--- config.mk ---
export PLATFORM = sky130hd
export DESIGN_NAME = priority_ready_queue_top
export DESIGN_NICKNAME = d
export VERILOG_FILES = /design/src/sv/prq_pkg.sv /design/src/sv/prq_ram.sv /design/src/sv/prq_ctrl.sv /design/src/sv/priority_ready_queue_top.sv
export SDC_FILE = /design/constraint.sdc
export NUM_CORES = 2
export LEC_CHECK = 0
export BUFFER_PORTS_ARGS = -buffer_cell sky130_fd_sc_hd__clkbuf_2
export CAP_MARGIN = 20
export CORE_MARGIN = 1
export CORE_UTILIZATION = 40
export DETAILED_ROUTE_END_ITERATION = 7
export GPL_TIMING_DRIVEN = 0
export PLACE_DENSITY_LB_ADDON = 0.05
export REMOVE_ABC_BUFFERS = 1
export SYNTH_ARGS = -nofsm -noshare
export SYNTH_HDL_FRONTEND = slang
export SYNTH_SLANG_ARGS = --single-unit
export TNS_END_PERCENT = 20
--- constraint.sdc ---
create_clock -name i_clk -period 12 [get_ports i_clk]
set_clock_uncertainty 0.15 [all_clocks]
set_input_delay 2.4 -clock i_clk [delete_from_list [all_inputs] [get_ports i_clk]]
set_output_delay 2.4 -clock i_clk [all_outputs]
set_load 0.01 [all_outputs]
--- src/sv/prq_pkg.sv ---
// Shared types, codes and default sizes of the priority ready queue.
package prq_pkg;

    localparam int LEVELS_DEF     = 32;
    localparam int FIFO_DEPTH_DEF = 8;

    localparam int LEVEL_W  = 5;
    localparam int TASK_W   = 8;
    localparam int ACTION_W = 2;
    localparam int STATUS_W = 2;
    localparam int TDATA_W  = 16;

    localparam logic [LEVEL_W-1:0] IDLE_RESET = 5'd31;

    typedef enum logic [ACTION_W-1:0] {
        ACT_PUSH      = 2'd0,
        ACT_POP_NEXT  = 2'd1,
        ACT_POP_LEVEL = 2'd2
    } t_action;

    typedef enum logic [STATUS_W-1:0] {
        ST_OK    = 2'd0,
        ST_FULL  = 2'd1,
        ST_EMPTY = 2'd2
    } t_status;

    // Outcome of one operation as seen by the output stage.
    typedef struct packed {
        logic               took;
        t_status            status;
        logic [LEVEL_W-1:0] top_level;
    } t_step_res;

endpackage

--- src/sv/prq_ram.sv ---
// Generic single-write, single-read RAM with registered read data.
module prq_ram #(
    parameter int WIDTH = 8,
    parameter int DEPTH = 256
) (
    input  logic                       i_clk,
    input  logic                       i_we,
    input  logic [$clog2(DEPTH)-1:0]   i_waddr,
    input  logic [WIDTH-1:0]           i_wdata,
    input  logic                       i_re,
    input  logic [$clog2(DEPTH)-1:0]   i_raddr,
    output logic [WIDTH-1:0]           o_rdata
);

    logic [WIDTH-1:0] r_mem [DEPTH];
    logic [WIDTH-1:0] r_rdata;

    always_ff @(posedge i_clk) begin
        if (i_we) begin
            r_mem[i_waddr] <= i_wdata;
        end
        if (i_re) begin
            r_rdata <= r_mem[i_raddr];
        end
    end

    assign o_rdata = r_rdata;

endmodule

--- src/sv/prq_ctrl.sv ---
// Per-level head pointers, fill counts and highest-level tracking.
module prq_ctrl #(
    parameter int LEVELS     = prq_pkg::LEVELS_DEF,
    parameter int FIFO_DEPTH = prq_pkg::FIFO_DEPTH_DEF
) (
    input  logic                                   i_clk,
    input  logic                                   i_rst_n,
    input  logic                                   i_go,
    input  prq_pkg::t_action                       i_action,
    input  logic [prq_pkg::LEVEL_W-1:0]            i_level,
    input  logic [prq_pkg::TASK_W-1:0]             i_task,
    input  logic [prq_pkg::LEVEL_W-1:0]            i_idle_level,
    output logic                                   o_ram_we,
    output logic                                   o_ram_re,
    output logic [$clog2(LEVELS * FIFO_DEPTH)-1:0] o_ram_addr,
    output logic [prq_pkg::TASK_W-1:0]             o_ram_wdata,
    output prq_pkg::t_step_res                     o_res
);

    localparam int LVL_W  = $clog2(LEVELS);
    localparam int PTR_W  = (FIFO_DEPTH > 1) ? $clog2(FIFO_DEPTH) : 1;
    localparam int CNT_W  = $clog2(FIFO_DEPTH + 1);
    localparam int SUM_W  = CNT_W + 1;
    localparam int ADDR_W = $clog2(LEVELS * FIFO_DEPTH);

    logic [PTR_W-1:0]            r_head [LEVELS];
    logic [CNT_W-1:0]            r_fill [LEVELS];
    logic [prq_pkg::LEVEL_W-1:0] r_highest;

    logic [prq_pkg::LEVEL_W-1:0] lv_sel;
    logic                        in_range;
    logic [LVL_W-1:0]            idx;
    logic [PTR_W-1:0]            head_cur;
    logic [CNT_W-1:0]            fill_cur;
    logic [SUM_W-1:0]            tail_sum;
    logic [PTR_W-1:0]            tail;
    logic [PTR_W-1:0]            head_inc;
    logic [LEVELS-1:0]           scan_mask;
    logic [LEVELS-1:0]           first_oh;
    logic [LVL_W-1:0]            first_idx;
    logic [prq_pkg::LEVEL_W-1:0] rescan_level;
    logic                        upd_level;
    logic [PTR_W-1:0]            n_head;
    logic [CNT_W-1:0]            n_fill;
    logic [prq_pkg::LEVEL_W-1:0] n_highest;
    logic                        do_push;
    logic                        do_pop;

    always_comb begin
        lv_sel   = (i_action == prq_pkg::ACT_POP_NEXT) ? r_highest : i_level;
        in_range = 32'(lv_sel) < LEVELS;
        idx      = LVL_W'(lv_sel);
        head_cur = r_head[idx];
        fill_cur = r_fill[idx];

        // Tail slot: head plus occupancy, wrapped once (head < depth, occupancy <= depth).
        tail_sum = SUM_W'(head_cur) + SUM_W'(fill_cur);
        tail     = (32'(tail_sum) >= FIFO_DEPTH) ? PTR_W'(32'(tail_sum) - FIFO_DEPTH)
                                                 : PTR_W'(tail_sum);
        head_inc = (head_cur == PTR_W'(FIFO_DEPTH - 1)) ? '0 : PTR_W'(head_cur + 1'b1);

        // Lowest occupied level once the selected level has drained, capped at the idle level.
        for (int i = 0; i < LEVELS; i++) begin
            scan_mask[i] = (r_fill[i] != '0) && (LVL_W'(i) != idx);
        end
        first_oh  = scan_mask & (~scan_mask + LEVELS'(1));
        first_idx = '0;
        for (int i = 0; i < LEVELS; i++) begin
            if (first_oh[i]) begin
                first_idx = first_idx | LVL_W'(i);
            end
        end
        rescan_level = ((|scan_mask) && (32'(first_idx) <= 32'(i_idle_level)))
                     ? prq_pkg::LEVEL_W'(first_idx) : i_idle_level;

        do_push   = 1'b0;
        do_pop    = 1'b0;
        upd_level = 1'b0;
        n_head    = head_cur;
        n_fill    = fill_cur;
        n_highest = r_highest;
        o_res.took   = 1'b0;
        o_res.status = prq_pkg::ST_OK;

        unique case (i_action)
            prq_pkg::ACT_PUSH: begin
                if (!in_range || (fill_cur == CNT_W'(FIFO_DEPTH))) begin
                    o_res.status = prq_pkg::ST_FULL;
                end else begin
                    do_push   = 1'b1;
                    upd_level = 1'b1;
                    n_fill    = CNT_W'(fill_cur + 1'b1);
                    if ((fill_cur == '0) && (lv_sel <= r_highest)) begin
                        n_highest = lv_sel;
                    end
                end
            end
            prq_pkg::ACT_POP_NEXT, prq_pkg::ACT_POP_LEVEL: begin
                if (!in_range || (fill_cur == '0)) begin
                    o_res.status = prq_pkg::ST_EMPTY;
                end else begin
                    do_pop     = 1'b1;
                    upd_level  = 1'b1;
                    o_res.took = 1'b1;
                    n_head     = head_inc;
                    n_fill     = CNT_W'(fill_cur - 1'b1);
                    if ((fill_cur == CNT_W'(1)) && (lv_sel != i_idle_level)
                            && (r_highest == lv_sel)) begin
                        n_highest = rescan_level;
                    end
                end
            end
            default: begin
                o_res.status = prq_pkg::ST_OK;
            end
        endcase

        o_res.top_level = n_highest;
        o_ram_we    = i_go && do_push;
        o_ram_re    = i_go && do_pop;
        o_ram_addr  = ADDR_W'(32'(idx) * FIFO_DEPTH + (do_push ? 32'(tail) : 32'(head_cur)));
        o_ram_wdata = i_task;
    end

    always_ff @(posedge i_clk) begin
        if (!i_rst_n) begin
            for (int i = 0; i < LEVELS; i++) begin
                r_head[i] <= '0;
                r_fill[i] <= '0;
            end
            r_highest <= prq_pkg::IDLE_RESET;
        end else if (i_go) begin
            if (upd_level) begin
                r_head[idx] <= n_head;
                r_fill[idx] <= n_fill;
            end
            r_highest <= n_highest;
        end
    end

endmodule

--- src/sv/priority_ready_queue_top.sv ---
// Top level of the priority ready queue: stream ports, pipeline registers and task RAM.
//
// Ready queue of task identifiers, one FIFO per priority level (lower is more urgent).
// Input stream: each transfer on the s_axis group carries one operation (push a task at
// a level, pop the head of the highest tracked level, or pop the head of a named level).
// Output stream: each operation yields exactly one result transfer on the m_axis group
// with the dequeued task (zero if none), a status code and the tracked highest level.
// The user must write the idle level through i_cfg_we / i_cfg_wdata only while the queue
// is quiet; the block itself does not enforce this.
// The operation is captured in an input register, the level bookkeeping and the task RAM
// access then run in a single pass, and the result register and the RAM's registered
// read port present the outcome. One operation is taken per cycle while the receiver
// takes results, limited by the single-pass update of a level's head and fill count and
// the one RAM port used per operation.
// Reset clears every level to empty, sets the idle level to 31 and the tracked level to
// the same value; the task RAM is not cleared, as only occupied slots are ever read.
// When the receiver stalls, the pending result holds, one further operation may wait in
// the input register, and then o_s_axis_tready drops until the result is taken.
module priority_ready_queue_top #(
    parameter int LEVELS     = prq_pkg::LEVELS_DEF,
    parameter int FIFO_DEPTH = prq_pkg::FIFO_DEPTH_DEF
) (
    input  logic                          i_clk,
    input  logic                          i_rst_n,
    input  logic                          i_s_axis_tvalid,
    output logic                          o_s_axis_tready,
    // [1:0] action, [6:2] priority_req, [14:7] task_id, [15] zero
    input  logic [prq_pkg::TDATA_W-1:0]   i_s_axis_tdata,
    output logic                          o_m_axis_tvalid,
    input  logic                          i_m_axis_tready,
    // [7:0] task_out, [9:8] status, [14:10] top_level, [15] zero
    output logic [prq_pkg::TDATA_W-1:0]   o_m_axis_tdata,
    input  logic                          i_cfg_we,
    input  logic [prq_pkg::LEVEL_W-1:0]   i_cfg_wdata
);

    localparam int RAM_DEPTH = LEVELS * FIFO_DEPTH;
    localparam int ADDR_W    = $clog2(RAM_DEPTH);

    logic                        r_in_valid;
    prq_pkg::t_action            r_action;
    logic [prq_pkg::LEVEL_W-1:0] r_level;
    logic [prq_pkg::TASK_W-1:0]  r_task;
    logic                        r_out_valid;
    prq_pkg::t_step_res          r_res;
    logic [prq_pkg::LEVEL_W-1:0] r_idle_level;

    logic                        go;
    logic                        in_fire;
    logic                        ram_we;
    logic                        ram_re;
    logic [ADDR_W-1:0]           ram_addr;
    logic [prq_pkg::TASK_W-1:0]  ram_wdata;
    logic [prq_pkg::TASK_W-1:0]  ram_rdata;
    prq_pkg::t_step_res          step_res;

    // The held operation advances whenever the result register is free or being emptied.
    assign go              = r_in_valid && (!r_out_valid || i_m_axis_tready);
    assign o_s_axis_tready = !r_in_valid || go;
    assign in_fire         = i_s_axis_tvalid && o_s_axis_tready;

    always_ff @(posedge i_clk) begin
        if (!i_rst_n) begin
            r_in_valid   <= 1'b0;
            r_out_valid  <= 1'b0;
            r_idle_level <= prq_pkg::IDLE_RESET;
        end else begin
            if (in_fire) begin
                r_in_valid <= 1'b1;
            end else if (go) begin
                r_in_valid <= 1'b0;
            end
            if (go) begin
                r_out_valid <= 1'b1;
            end else if (i_m_axis_tready) begin
                r_out_valid <= 1'b0;
            end
            if (i_cfg_we) begin
                r_idle_level <= i_cfg_wdata;
            end
        end
    end

    always_ff @(posedge i_clk) begin
        if (in_fire) begin
            r_action <= prq_pkg::t_action'(i_s_axis_tdata[1:0]);
            r_level  <= i_s_axis_tdata[6:2];
            r_task   <= i_s_axis_tdata[14:7];
        end
        if (go) begin
            r_res <= step_res;
        end
    end

    prq_ctrl #(
        .LEVELS     (LEVELS),
        .FIFO_DEPTH (FIFO_DEPTH)
    ) u_ctrl (
        .i_clk        (i_clk),
        .i_rst_n      (i_rst_n),
        .i_go         (go),
        .i_action     (r_action),
        .i_level      (r_level),
        .i_task       (r_task),
        .i_idle_level (r_idle_level),
        .o_ram_we     (ram_we),
        .o_ram_re     (ram_re),
        .o_ram_addr   (ram_addr),
        .o_ram_wdata  (ram_wdata),
        .o_res        (step_res)
    );

    // Task slots, level-major: level times depth plus slot.
    prq_ram #(
        .WIDTH (prq_pkg::TASK_W),
        .DEPTH (RAM_DEPTH)
    ) u_task_ram (
        .i_clk   (i_clk),
        .i_we    (ram_we),
        .i_waddr (ram_addr),
        .i_wdata (ram_wdata),
        .i_re    (ram_re),
        .i_raddr (ram_addr),
        .o_rdata (ram_rdata)
    );

    // The RAM read data is only meaningful for a pop that dequeued a task.
    assign o_m_axis_tvalid = r_out_valid;
    assign o_m_axis_tdata  = {1'b0, r_res.top_level, r_res.status,
                              (r_res.took ? ram_rdata : {prq_pkg::TASK_W{1'b0}})};

endmodule

After elaboration in Yosys (flattened, before gate mapping)

Memory sizes are Yosys's and may differ from the RTL's. A register that Yosys moved wholly into a read port is not among the register bits.
Index checks and enable logic that the tools add are counted.

Memory bits (writable): 2272
Input bits: 26
Memories: 3
Logic and storage cells: 245
Output and inout bits: 18
Flip-flop bits (word level): 35

Multiplexer cells: 95
$lt $le $gt $ge: 3
Reduce and logical (&&, ||, !) cells: 83
$add $sub $neg: 7
Bitwise gates (word level): 2
Eq/ne operators: 42

Memories:

| name             | depth | bits a word | rd ports | clocked after memory_dff | wr ports | line           | text |
|---|---|---|---|---|---|---|---|
| u_task_ram.r_mem | 256   | 8           | 1        | 1                        | 1        | prq_ram.sv:15  | `logic [WIDTH-1:0] r_mem [DEPTH];` |
| u_ctrl.r_fill    | 32    | 4           | 33       | 0                        | 32       | prq_ctrl.sv:27 | `logic [CNT_W-1:0] r_fill [LEVELS];` |
| u_ctrl.r_head    | 32    | 3           | 1        | 0                        | 32       | prq_ctrl.sv:26 | `logic [PTR_W-1:0] r_head [LEVELS];` |

Operators by type and width:

| kind                                                                    | number |
|---|---|
| 5-bit two-way mux                                                       | 34 |
| 4-bit nonzero test                                                      | 32 |
| 5-bit inequality test, first input constant                             | 16 |
| 4-bit two-way mux                                                       | 13 |
| 1-bit logical AND                                                       | 40 |
| 4-bit by 5-bit inequality test with 1-bit output, first input constant  | 8 |
| 3-bit two-way mux                                                       | 11 |
| 32-bit by 1-bit adder with 32-bit output, second input constant         | 1 |
| 32-bit AND                                                              | 1 |
| 32-bit NOT                                                              | 1 |
| 32-bit OR reduction                                                     | 1 |
| 1-bit two-way mux                                                       | 27 |
| 3-bit by 5-bit inequality test with 1-bit output, first input constant  | 4 |
| 5-bit less-or-equal comparator                                          | 2 |
| 2-bit two-way mux                                                       | 5 |
| 2-bit by 5-bit inequality test with 1-bit output, first input constant  | 2 |
| 5-bit one-hot mux with 2 select lines                                   | 1 |
| 8-bit adder                                                             | 1 |
| 8-bit two-way mux                                                       | 1 |
| 4-bit one-hot mux with 2 select lines                                   | 1 |
| 3-bit by 1-bit inequality test with 1-bit output, second input constant | 2 |
| 3-bit by 4-bit adder with 5-bit output                                  | 1 |
| 5-bit == test                                                           | 1 |
| 5-bit by 4-bit >= comparator with 1-bit output, second input constant   | 1 |
| other kinds (22)                                                        | 25 |

Logic depth before layout (Yosys ltp)

Depth after elaboration: 49
Mapped depth: 30

By module

From an unflattened synthesis, not the netlist that was laid out.

Cells, all modules: 4985
Area total of the unflattened synthesis: 94334.2 um2

Modules (own cells, without submodules):

| module                   | cells an instance | instances | area each (um2) | sequential area each (um2) |
|---|---|---|---|---|
| prq_ram                  | 3733              | 1         | 79636.4         | 61739.2 |
| prq_ctrl                 | 1187              | 1         | 13621.8         | 6826.5 |
| priority_ready_queue_top | 65                | 1         | 1076.0          | 830.8 |

Worst setup path after synthesis

Ideal clock, no wire load.

Kind: register -> register
From: reg r_action[1]
To: mem u_task_ram.r_mem[105][0] (enable)
Library setup time: 0.370 ns
Path buffers: 10
Stages on the path, launching flop included: 25
Arrival: 6.149 ns
Clock period less this slack: 6.669 ns
Slack: 5.331 ns
Cells stage by stage: edfxtp_1 inv_1 ha_1 buf_6 mux2i_1 buf_4 buf_4 buf_2 buf_2 mux4_2 a32oi_1 o21ai_0 o21ai_1 inv_1 ha_1 fa_1 nand2b_1 mux2i_1 buf_2 clkbuf_1 buf_2 buf_1 nand4_1 clkbuf_1 nor2_1

Word-level cells in the longest chain between the ends: 10
Elaborated cells between the ends (all ways): 18

RTL lines:

| element                                              | line                           | text |
|---|---|---|
| start: declaration                                   | priority_ready_queue_top.sv:41 | `prq_pkg::t_action r_action;` |
| start signal: assignment                             | priority_ready_queue_top.sv:86 | `r_action <= prq_pkg::t_action'(i_s_axis_tdata[1:0]);` |
| branches (longest 10 deep; another with 8-bit adder) | n/a                            |  |
| end: declaration                                     | prq_ram.sv:15                  |  |

Several ways; the timed one is not identified. The select of a mux whose other input is x is not followed.

Worst setup path in the final report

From: reg r_action[1]
To: reg u_task_ram.r_rdata[5], in the netlist u_task_ram.o_rdata[5], read port of u_task_ram.r_mem (data pin)

Word-level cells in the longest chain between the ends: 9
Elaborated cells between the ends (all ways): 22

RTL lines:

| element                                             | line          | text |
|---|---|---|
| branches (longest 9 deep; another with 8-bit adder) | n/a           |  |
| end: declaration                                    | prq_ram.sv:16 | `logic [WIDTH-1:0] r_rdata;` |

Several ways; the timed one is not identified. The select of a mux whose other input is x is not followed.
A chain may end at the register's enable or synchronous reset.

==> qor.yml <==
layout:
  layout-drive-gt1-share_pct: 11.25
  fin_cells: 8969
  postLayoutCellArea_mm2: 0.1049
  num-nets-final: 5846
  syn_to_final_growth_pct: 17.00
global_routing:
  grt_pass1_wl_um: 391500
  first_global_vias: 51850
  grt_antenna_before_repair: 12
  grt_max_degree: 110
  grt_use_total_pct: 24.28
  grt_overflow: 0
sta:
  rsz0062_at_grt: "no"
  max_clock_freq_mhz: 93.26
  setup_viol: 0
  post-route-period-util_pct: 89.36
  worstMarginPinSlew_ns: 1.280
  fin_tns_setup_ns: 0
  worst_slack_ns: 1.277
  fin_crit_ns: 10.72
  relSlewSlack_pct: 13.55
  maxSlewViolCount: 0
  hold_viol_final: 0
setup_path:
  critPathMaxFanout: 105
  r2r_cells: 24
  cp-start-kind: "register"
  worstSetupPathType: "register to register"
  required_ns: 12.45
  end_kind: "register"
  worstPathArrival_ns: 11.17
pwr:
  vdd_drop_max_uv: 167.9
  p_leak_nw: 32.46
  powerDensity_mw_per_mm2: 184.1
  power.total_mw: 19.33
yosys:
  postSynthAreaPerCell_um2: 15.81
  async_reset_ff_share_pct: 0
  ys_warn_count: 0
  synth_top_area_cell: "edfxtp_1"
  synth-edff-count: 2303
  yosys.cell_types.count: 79
  synth-seq-area-share_pct: 77.37
  synthCells: 5674
  ys_seq_elements: 2315
  synth_area_mm2: 0.08970
  synthFlopType: "edfxtp_1"
  synth_top_area_share_pct: 77.10
  synth.area.top_cells: "edfxtp_1 77%, a22oi_1 8.3%, a21oi_1 3.1%"
routing:
  vias: 53160
  drt_iter0_drc: 5595
  antenna_left: 0
  wl_per_cell_um: 30.91
  drc: 0
  dr.pass1.iters: 6
  routed_wl_um: 277200
  via_per_inst: 5.927
die:
  dieArea_mm2: 0.2261
  die_w_um: 475.6
  num_rows: 173
  core_mm2: 0.2225
  start_util_pct: 40.31
  io_pins: 44
  die_h_um: 475.6
clocking:
  numCtsBuffers: 239
  clkTransAtPathRegs_ns: 0.06
  clock_sinks: 2315
  cts_tree: "yes"
  cts_resized: 0
  postCtsHoldBufs: 0
  htree_levels: 4
  cts-root-buf: "clkbuf_16"
  clk_path_buf_depth: 3
  clk_latency_ns: 0.88
  post-cts-setup-buffer-count: 0
placement:
  place_inst: 8529
  port_buffers: 41
  hpwlAfterDp_um: 184900
  placed_cell_area_mm2: 0.09785
  gp_congestion: 0.8600
  place_ws_ns: 1.394
status:
  status: "completed"
flow_run:
  maxCapViolCount: 0
worst_hold_path:
  min_delay_path_depth: 2
  min_path_type: "register to register"
-- worst paths after layout --
kind / slack [ns] / startpoint / end
worst max-delay path: 1.28 / r_action[1] / u_task_ram.o_rdata[5]
worst min-delay path: 0.37 / r_in_valid / o_m_axis_tvalid
worst max register to register: 1.28 / r_action[1] / u_task_ram.o_rdata[5]
worst min register to register: 0.37 / r_in_valid / o_m_axis_tvalid
-- state kept, by name, summed over array words and instances (netlist names) --
register / count
u_ctrl.r_head: 96
r_level: 5
r_res: 1
u_ctrl.r_highest: 5
o_m_axis_tdata: 7
u_task_ram.r_mem: 2048
o_m_axis_tvalid: 1
r_idle_level: 5
r_action: 2
r_in_valid: 1
u_task_ram.o_rdata: 8
r_task: 8
u_ctrl.r_fill: 128
-- through the flow --
step / hold slack (ns) / utilization, %
detailed placement: 0.3668 / 43.97
floorplan: 0.3368 / -
CTS: 0.3753 / 47.13
global route: 0.4254 / 47.16
finish: 0.3745 / 47.16
global placement: 0.3650 / 41.26
-- synthesized netlist by cell type, types with 11 or more instances --
cell type,number
nand2b_1,17
edfxtp_1,2303
a41oi_1,26
mux4_2,23
a222oi_1,21
clkbuf_1,225
mux2i_1,54
dfxtp_1,12
a21o_1,11
a32oi_1,12
nand4_1,12
or4_1,15
buf_1,57
and2_1,12
nor4_1,32
a21oi_1,552
nand2_1,189
inv_1,25
o41ai_1,126
a22oi_1,997
ha_1,17
o21ai_0,29
nor2_1,550
nand3_1,35
a31oi_1,11
buf_2,115
buf_4,16
nor3_1,20
-- cell type report --
cell class / instances / area [um2]
inverter: 29 / 111.4
timing repair buffer: 306 / 6027
multi-input combinational: 2911 / 18640
clock buffer: 315 / 6381
clock inverter: 107 / 638.1
fill: 19310 / 117600
sequential: 2315 / 69400
tap: 2975 / 3722
antenna: 11 / 27.53
-- metal layers --
metal	track usage, %	routed length [um]	vias up
met5	0	34	-
met2	38.09	129700	1747
li1	-	-	23290
met3	3.508	16250	341
met4	6.448	6747	6
met1	35.32	124400	27780
-- critical path, cell delays in order, from the launching register on --
cell and delay [ns]:
edfxtp_1 0.42, inv_1 0.10, ha_1 0.70, mux2i_4 0.21, buf_16 0.22, buf_12 0.18, inv_4 0.43, buf_16 0.31
nand2_1 0.09, and3_1 0.19, a311oi_1 0.36, a31oi_1 0.13, o211ai_1 0.28, o21ai_0 0.46, ha_1 0.46, a31oi_2 0.70
mux2_8 0.64, buf_16 0.30, buf_16 0.31, buf_16 0.32, a22oi_1 0.31, a21oi_1 0.16, o41ai_1 1.11, a41oi_1 0.84
or4_1 0.71
-- cells in the final DEF, fill, tap and decap left out, types with 15 or more instances in the layout --
cell	count
a21oi_1	551
a222oi_1	21
a22oi_1	997
a41oi_1	26
buf_12	44
buf_16	151
buf_2	21
buf_8	39
clkbuf_1	69
clkbuf_16	243
clkbuf_2	41
clkinv_1	68
clkinv_2	24
edfxtp_1	2303
ha_1	17
inv_1	25
mux2i_1	51
mux4_2	23
nand2_1	189
nand3_1	33
nor2_1	549
nor3_1	19
nor4_1	30
o21ai_0	29
o41ai_1	125
or4_1	15
-- logic make-up (layout without fill, tap and decap cells) --
group                    Yosys count  in the layout  share of synthesized area (%)
flip-flops                      2315           2315                          77.37
AO/OA/AOI/OAI                   1869           1869                          14.37
AND/OR/NAND/NOR                  926            926                          4.391
XOR/XNOR                           9              9                        0.08788
multiplexers                      88             88                          1.366
other                              1             12                       0.004181
buffers and inverters            448            757                          2.155
adder cells (fa/ha/maj)           18             18                         0.2594
-- report_power, final --
group | internal, mW | total, mW | leakage (nW) | switching [mW]
sequential | 8.93 | 8.97 | 21.1 | 0.0356
clock | 3.76 | 6.82 | 3.42 | 3.06
combinational | 1.22 | 3.54 | 7.94 | 2.32
total | 13.9 | 19.3 | 32.5 | 5.42
Power figures use the tool's default switching activity.
